--- config.mk ---
export PLATFORM = sky130hd
export DESIGN_NAME = bounded_unique_value_stack_core
export DESIGN_NICKNAME = d
export VERILOG_FILES = /design/src/rtl/bvs_pkg.sv /design/src/rtl/bvs_mem.sv /design/src/rtl/bvs_ctrl.sv /design/src/rtl/bounded_unique_value_stack_core.sv
export SDC_FILE = /design/constraint.sdc
export NUM_CORES = 1
export LEC_CHECK = 0
export BUFFER_PORTS_ARGS = -buffer_cell sky130_fd_sc_hd__buf_2
export CAP_MARGIN = 10
export CORE_MARGIN = 2
export CORE_UTILIZATION = 50
export DETAILED_ROUTE_END_ITERATION = 16
export PLACE_DENSITY = 0.67
export SLEW_MARGIN = 20
export SYNTH_ARGS = -nofsm -noshare
export SYNTH_HDL_FRONTEND = slang
export SYNTH_SLANG_ARGS = --single-unit
--- constraint.sdc ---
create_clock -name clk -period 7.9 [get_ports clk]
set_input_delay 1.58 -clock clk [delete_from_list [all_inputs] [get_ports clk]]
set_output_delay 1.58 -clock clk [all_outputs]
set_load 0.02 [all_outputs]
--- src/rtl/bvs_pkg.sv ---
// Shared types and constants for the bounded unique value stack.
`default_nettype none
package bvs_pkg;

  localparam int DEPTH_DEF = 16;
  localparam int VAL_W     = 32;
  localparam int CNT_W     = 5;
  localparam int LIM_W     = 5;
  localparam int PADDR_W   = 3;
  localparam int PDATA_W   = 32;

  localparam logic [LIM_W-1:0] MAX_RESET = 5'd10;

  localparam logic [1:0] OP_PUSH = 2'd0;
  localparam logic [1:0] OP_POP  = 2'd1;
  localparam logic [1:0] OP_TOP  = 2'd2;

  localparam logic REG_MAX_ENTRIES = 1'b0;

  typedef enum logic [1:0] {
    STAT_OK    = 2'd0,
    STAT_FULL  = 2'd1,
    STAT_EMPTY = 2'd2,
    STAT_DUP   = 2'd3
  } status_t;

  typedef enum logic [1:0] {
    ST_IDLE,
    ST_SCAN,
    ST_TOP
  } state_t;

  typedef struct packed {
    logic [1:0]              opcode;
    logic signed [VAL_W-1:0] push_value;
  } in_word_t;

  typedef struct packed {
    logic signed [VAL_W-1:0] top_value;
    status_t                 status;
    logic                    now_empty;
    logic [CNT_W-1:0]        entry_count;
  } out_word_t;

  typedef struct packed {
    logic rd_en;
    logic wr_en;
  } mem_ctl_t;

endpackage
`default_nettype wire

--- src/rtl/bvs_mem.sv ---
// Entry storage: one port, write or registered read per cycle.
`default_nettype none
module bvs_mem #(
  parameter int DEPTH = bvs_pkg::DEPTH_DEF,
  parameter int AW    = $clog2(DEPTH)
) (
  input  wire                              clk,
  input  bvs_pkg::mem_ctl_t                ctl,
  input  wire  [AW-1:0]                    addr,
  input  wire  [bvs_pkg::VAL_W-1:0]        wdata,
  output logic [bvs_pkg::VAL_W-1:0]        rdata
);

  logic [bvs_pkg::VAL_W-1:0] mem [DEPTH];

  always_ff @(posedge clk) begin
    if (ctl.wr_en) begin
      mem[addr] <= wdata;
    end
    if (ctl.rd_en) begin
      rdata <= mem[addr];
    end
  end

endmodule
`default_nettype wire

--- src/rtl/bvs_ctrl.sv ---
// Sequencer: scans stored entries with one comparator, drives memory and results.
`default_nettype none
module bvs_ctrl #(
  parameter int DEPTH = bvs_pkg::DEPTH_DEF,
  parameter int AW    = $clog2(DEPTH)
) (
  input  wire                              clk,
  input  wire                              rst_n,
  input  wire                              accept,
  input  bvs_pkg::in_word_t                in_word,
  input  wire  [bvs_pkg::LIM_W-1:0]        max_entries,
  output logic                             busy,
  output bvs_pkg::mem_ctl_t                mem_ctl,
  output logic [AW-1:0]                    mem_addr,
  output logic [bvs_pkg::VAL_W-1:0]        mem_wdata,
  input  wire  [bvs_pkg::VAL_W-1:0]        mem_rdata,
  output logic                             res_valid,
  output bvs_pkg::out_word_t               res_word
);

  localparam int CW = bvs_pkg::CNT_W;

  bvs_pkg::state_t           state_r, state_nxt;
  logic [CW-1:0]             idx_r, idx_nxt;
  logic [CW-1:0]             count_r, count_nxt;
  logic [bvs_pkg::VAL_W-1:0] val_r, val_nxt;
  logic                      full;
  logic                      hit;

  always_ff @(posedge clk) begin
    if (!rst_n) begin
      state_r <= bvs_pkg::ST_IDLE;
      count_r <= '0;
      idx_r   <= '0;
    end else begin
      state_r <= state_nxt;
      count_r <= count_nxt;
      idx_r   <= idx_nxt;
    end
    val_r <= val_nxt;
  end

  assign full = (count_r >= max_entries) ||
                ({{(32-CW){1'b0}}, count_r} >= 32'(DEPTH));
  assign hit  = (mem_rdata == val_r);
  assign busy = (state_r != bvs_pkg::ST_IDLE);

  always_comb begin
    state_nxt          = state_r;
    idx_nxt            = idx_r;
    count_nxt          = count_r;
    val_nxt            = val_r;
    mem_ctl            = '0;
    mem_addr           = '0;
    mem_wdata          = val_r;
    res_valid          = 1'b0;
    res_word.top_value = '0;
    res_word.status    = bvs_pkg::STAT_OK;
    case (state_r)
      bvs_pkg::ST_IDLE: begin
        if (accept) begin
          val_nxt = in_word.push_value;
          case (in_word.opcode)
            bvs_pkg::OP_PUSH: begin
              if (full) begin
                res_valid       = 1'b1;
                res_word.status = bvs_pkg::STAT_FULL;
              end else if (count_r == '0) begin
                mem_ctl.wr_en = 1'b1;
                mem_wdata     = in_word.push_value;
                count_nxt     = CW'(1);
                res_valid     = 1'b1;
              end else begin
                mem_ctl.rd_en = 1'b1;
                idx_nxt       = '0;
                state_nxt     = bvs_pkg::ST_SCAN;
              end
            end
            bvs_pkg::OP_POP: begin
              res_valid = 1'b1;
              if (count_r == '0) begin
                res_word.status = bvs_pkg::STAT_EMPTY;
              end else begin
                count_nxt = count_r - CW'(1);
              end
            end
            bvs_pkg::OP_TOP: begin
              if (count_r == '0) begin
                res_valid       = 1'b1;
                res_word.status = bvs_pkg::STAT_EMPTY;
              end else begin
                mem_ctl.rd_en = 1'b1;
                mem_addr      = AW'(count_r - CW'(1));
                state_nxt     = bvs_pkg::ST_TOP;
              end
            end
            default: begin
              res_valid = 1'b1;
            end
          endcase
        end
      end
      bvs_pkg::ST_SCAN: begin
        if (hit) begin
          res_valid       = 1'b1;
          res_word.status = bvs_pkg::STAT_DUP;
          state_nxt       = bvs_pkg::ST_IDLE;
        end else if (idx_r == count_r - CW'(1)) begin
          mem_ctl.wr_en = 1'b1;
          mem_addr      = AW'(count_r);
          count_nxt     = count_r + CW'(1);
          res_valid     = 1'b1;
          state_nxt     = bvs_pkg::ST_IDLE;
        end else begin
          mem_ctl.rd_en = 1'b1;
          mem_addr      = AW'(idx_r + CW'(1));
          idx_nxt       = idx_r + CW'(1);
        end
      end
      bvs_pkg::ST_TOP: begin
        res_valid          = 1'b1;
        res_word.top_value = mem_rdata;
        state_nxt          = bvs_pkg::ST_IDLE;
      end
      default: begin
        state_nxt = bvs_pkg::ST_IDLE;
      end
    endcase
    res_word.entry_count = count_nxt;
    res_word.now_empty   = (count_nxt == '0);
  end

  a_count_bound: assert property (@(posedge clk) disable iff (!rst_n)
    {{(32-CW){1'b0}}, count_r} <= 32'(DEPTH))
    else $error("entry count above depth");

  a_scan_idx: assert property (@(posedge clk) disable iff (!rst_n)
    state_r == bvs_pkg::ST_SCAN |-> idx_r < count_r)
    else $error("scan index past stored entries");

  a_top_nonempty: assert property (@(posedge clk) disable iff (!rst_n)
    state_r == bvs_pkg::ST_TOP |-> count_r != '0)
    else $error("top read on empty stack");

  a_write_grows: assert property (@(posedge clk) disable iff (!rst_n)
    mem_ctl.wr_en |=> count_r == $past(count_r) + CW'(1))
    else $error("store write without count increment");

  a_res_when_active: assert property (@(posedge clk) disable iff (!rst_n)
    res_valid |-> (busy || accept))
    else $error("result word without a request");

endmodule
`default_nettype wire

--- src/rtl/bounded_unique_value_stack_core.sv ---
// Top level: bounded unique value stack with APB config and result register.
//
//   channel   ports                                   handshake
//   input     start, busy, in_word                    start && !busy
//   result    out_valid, out_word                     out_valid, one cycle
//   config    psel, penable, pwrite, paddr, pwdata,   psel && penable && pwrite
//             prdata, pready
//
// Pop and opcode 3 finish when accepted, busy stays low. Top read waits in ST_TOP
// for the memory read. Push of a new value scans the stored entries, one compare
// per entry through the single memory read port; full or duplicate ends it early.
// Result word appears on the cycle after the request finishes.
// rst_n (sync) empties the stack and sets max_entries to 10; store is not cleared.
// Results cannot be stalled.
`default_nettype none
module bounded_unique_value_stack_core #(
  parameter int DEPTH = bvs_pkg::DEPTH_DEF
) (
  input  wire                              clk,
  input  wire                              rst_n,
  input  wire                              start,
  output logic                             busy,
  input  bvs_pkg::in_word_t                in_word,
  output logic                             out_valid,
  output bvs_pkg::out_word_t               out_word,
  input  wire                              psel,
  input  wire                              penable,
  input  wire                              pwrite,
  input  wire  [bvs_pkg::PADDR_W-1:0]      paddr,
  input  wire  [bvs_pkg::PDATA_W-1:0]      pwdata,
  output logic [bvs_pkg::PDATA_W-1:0]      prdata,
  output logic                             pready
);

  localparam int AW = $clog2(DEPTH);

  logic [bvs_pkg::LIM_W-1:0] max_r, max_nxt;
  logic                      out_valid_r;
  bvs_pkg::out_word_t        out_word_r;
  logic                      accept;
  logic                      res_valid;
  bvs_pkg::out_word_t        res_word;
  bvs_pkg::mem_ctl_t         mem_ctl;
  logic [AW-1:0]             mem_addr;
  logic [bvs_pkg::VAL_W-1:0] mem_wdata;
  logic [bvs_pkg::VAL_W-1:0] mem_rdata;
  logic                      reg_sel;

  assign accept  = start && !busy;
  assign pready  = 1'b1;
  assign reg_sel = (paddr[bvs_pkg::PADDR_W-1] == bvs_pkg::REG_MAX_ENTRIES);

  always_comb begin
    max_nxt = max_r;
    if (psel && penable && pwrite && reg_sel) begin
      max_nxt = pwdata[bvs_pkg::LIM_W-1:0];
    end
    prdata = reg_sel ? {{(bvs_pkg::PDATA_W-bvs_pkg::LIM_W){1'b0}}, max_r} : '0;
  end

  always_ff @(posedge clk) begin
    if (!rst_n) begin
      max_r       <= bvs_pkg::MAX_RESET;
      out_valid_r <= 1'b0;
    end else begin
      max_r       <= max_nxt;
      out_valid_r <= res_valid;
    end
    if (res_valid) begin
      out_word_r <= res_word;
    end
  end

  assign out_valid = out_valid_r;
  assign out_word  = out_word_r;

  bvs_ctrl #(
    .DEPTH (DEPTH),
    .AW    (AW)
  ) u_ctrl (
    .clk         (clk),
    .rst_n       (rst_n),
    .accept      (accept),
    .in_word     (in_word),
    .max_entries (max_r),
    .busy        (busy),
    .mem_ctl     (mem_ctl),
    .mem_addr    (mem_addr),
    .mem_wdata   (mem_wdata),
    .mem_rdata   (mem_rdata),
    .res_valid   (res_valid),
    .res_word    (res_word)
  );

  bvs_mem #(
    .DEPTH (DEPTH),
    .AW    (AW)
  ) u_mem (
    .clk   (clk),
    .ctl   (mem_ctl),
    .addr  (mem_addr),
    .wdata (mem_wdata),
    .rdata (mem_rdata)
  );

endmodule
`default_nettype wire

==> results.tsv <==
metric	value	unit
share of the synthesized area in the top cell type	0.707	
gp weighted congestion	0.856	
gr ovfl total	0	
critical path arrival	5.85	ns
total power	0.00746	W
top cells by area, synth	edfxtp_1, a311oi_1, a211oi_1	
RSZ-0062 raised after global routing	false	
Worst R2R Start	u_ctrl.val_r[28]	
clk sinks	634	
Peak VDD IR	0.140	mV
worst hold slack	0.501	ns
clk_lat worst skew	0.60	ns
DR pass1 iterations	5	
mean number of vias per cell	6.16	
Root Driver	clkbuf_16	
CP Max Fanout	65	
antenna violations before repair	0	
crit path from	u_ctrl.val_r[28]	
status	finished clean	
WL/cell	25.2	um
relative max-transition margin	0.278	
Place WS	2.32	ns
Top Ports	150	
synthesized flop and latch total	634	
commonest non-fill, non-tap cell in the layout	edfxtp_1	
Crit. End Element	flop	
skew final	0.0158	ns
post-CTS setup buffers	0	
Peak Freq	186	MHz
final worst setup slack	2.52	ns
dpl hpwl	35500	um
leak pwr	9.95	nW
Setup Crit Path Kind	flop to flop	
# fillers	3985	
Post-synth EDFFs	616	
final setup violation count	0	
Die H	233	um
die area	54200	um2
Post-CTS Hold Fix Bufs	0	
CTS tree	done	
gr usage total	0.245	
final net count	1967	
crit share post-route	0.681	
Top FF cell, synth	edfxtp_1	
total CTS buffers	66	
CORE AREA	51500	um2
final setup TNS	0	ns
Slew @ Worst Pin	1.08	ns
Synth Instances	1808	
fin. max-slew vios	0	
global-route wire length before repair	97200	um
post-synthesis to final-layout area growth	12.3	%
post-cts gate resize count	0	
leading area contributor after synthesis	edfxtp_1	
Critical Path RT	8.37	ns
Critical Path Source Type	flop	
diodes inserted	0	
Tmin final	5.38	ns
Mean Syn Cell Area	14.5	um2
Starting Density	0.508	
Seq/Total Area, Yosys	0.721	
via count	16100	
max_cap viols	0	
Synth Warn #	0	
deepest clock path buffer count	3	
pwr/cell area	254	nW/um2
drt drc	0	
FFs w/ async S/R, synth	0	
final wirelength	65800	um
antenna-violating nets left	0	
Worst Hold Class	flop to flop	
H-tree depth	3	
share of layout cells above drive strength 1	0.150	
pin count of the biggest net entering global routing	158	
vias in the first global route	15600	
IO Port Bufs	92	
most frequent cells in the layout	edfxtp_1, nand2_1, and3_1, a211oi_1, a311oi_1	
die width	233	um
Clock Pin Slew Worst Setup and Hold Paths	0.06	ns
Netlist cell types	60	
hold path start	max_r[4]	
row cnt	83	
DRT iter0 DRCs	1485	
synthesized area	26200	um2
Hold Violations, Final	0	
==> area by class of cell <==
class | count | area, um2 | area share
Clock inverter | 31 | 206 | 0.00702
Multi-Input combinational cell | 1021 | 6740 | 0.229
Timing Repair Buffer | 132 | 861 | 0.0293
Clock buffer | 87 | 1790 | 0.0610
Inverter | 23 | 86.3 | 0.00294
Sequential cell | 634 | 18900 | 0.642
Tap cell | 680 | 851 | 0.0289
==> worst paths after layout <==
path,end,slack [ns],cells after the start
setup / recovery,u_mem.rdata[0],2.52,10
hold / removal,max_r[4],0.50,2
setup reg to reg,u_mem.rdata[0],2.52,10
hold reg to reg,max_r[4],0.50,2
==> synth_stat cells, types with 29 or more instances <==
library cell / n
a211oi_1: 132
a311oi_1: 120
and2_1: 41
and3_1: 133
buf_2: 32
buf_4: 29
clkbuf_1: 89
edfxtp_1: 616
mux2_2: 36
nand2_1: 258
nor2_1: 42
or4_1: 30
xor2_1: 36
==> metal layers <==
metal,vias up,global-route usage,part of all wire
li1,7125,-,-
met1,8031,0.323,0.40
met2,746,0.389,0.47
met3,151,0.0513,0.085
met4,0,0.115,0.042
met5,-,0,0
==> state kept, by name, summed over array words and instances, names as in the netlist <==
signal	flops
u_ctrl.idx_r	5
max_r	5
out_word	40
u_ctrl.count_r	5
u_ctrl.state_r	2
u_mem.rdata	32
u_ctrl.val_r	32
u_mem.mem	512
out_valid	1
==> critical path, cell delays in order, from the launching register on <==
cell and delay, ns:
edfxtp_1 0.40, xor2_1 0.26, nor4_1 0.68, nand4_1 0.58
o221ai_4 0.45, buf_4 0.68, and2_4 0.86, buf_4 0.57
nand2_1 0.11, a311oi_1 0.39, or4_1 0.17
==> stage by stage <==
| step | instances | utilization | cell area [um2] |
|---|---|---|---|
| after floorplan | 1834 | - | 26300 |
| after global placement | 2490 | 0.532 | 27400 |
| after detailed placement | 2490 | 0.532 | 27400 |
| after CTS | 2608 | 0.571 | 29400 |
| after global routing | 2608 | 0.571 | 29400 |
| final | 2608 | 0.571 | 29400 |
==> kinds of logic (layout without fill, tap and decap cells) <==
group / count (synthesis) / after routing / synth area share
compound gates: 321 / 321 / 0.0967
mux: 42 / 42 / 0.0178
buf+inv: 179 / 273 / 0.0325
fa+ha+maj: 14 / 14 / 0.00669
other cells: 2 / 28 / 0.000287
flops: 634 / 634 / 0.721
simple gates: 572 / 572 / 0.110
xor+xnor: 44 / 44 / 0.0153
==> power by group <==
group,total (W),switching [W],internal [W]
Sequential,0.00388,0.0000431,0.00384
Clock,0.00289,0.00125,0.00164
Combinational,0.000682,0.000486,0.000197
(Power assumes the default switching activity.)
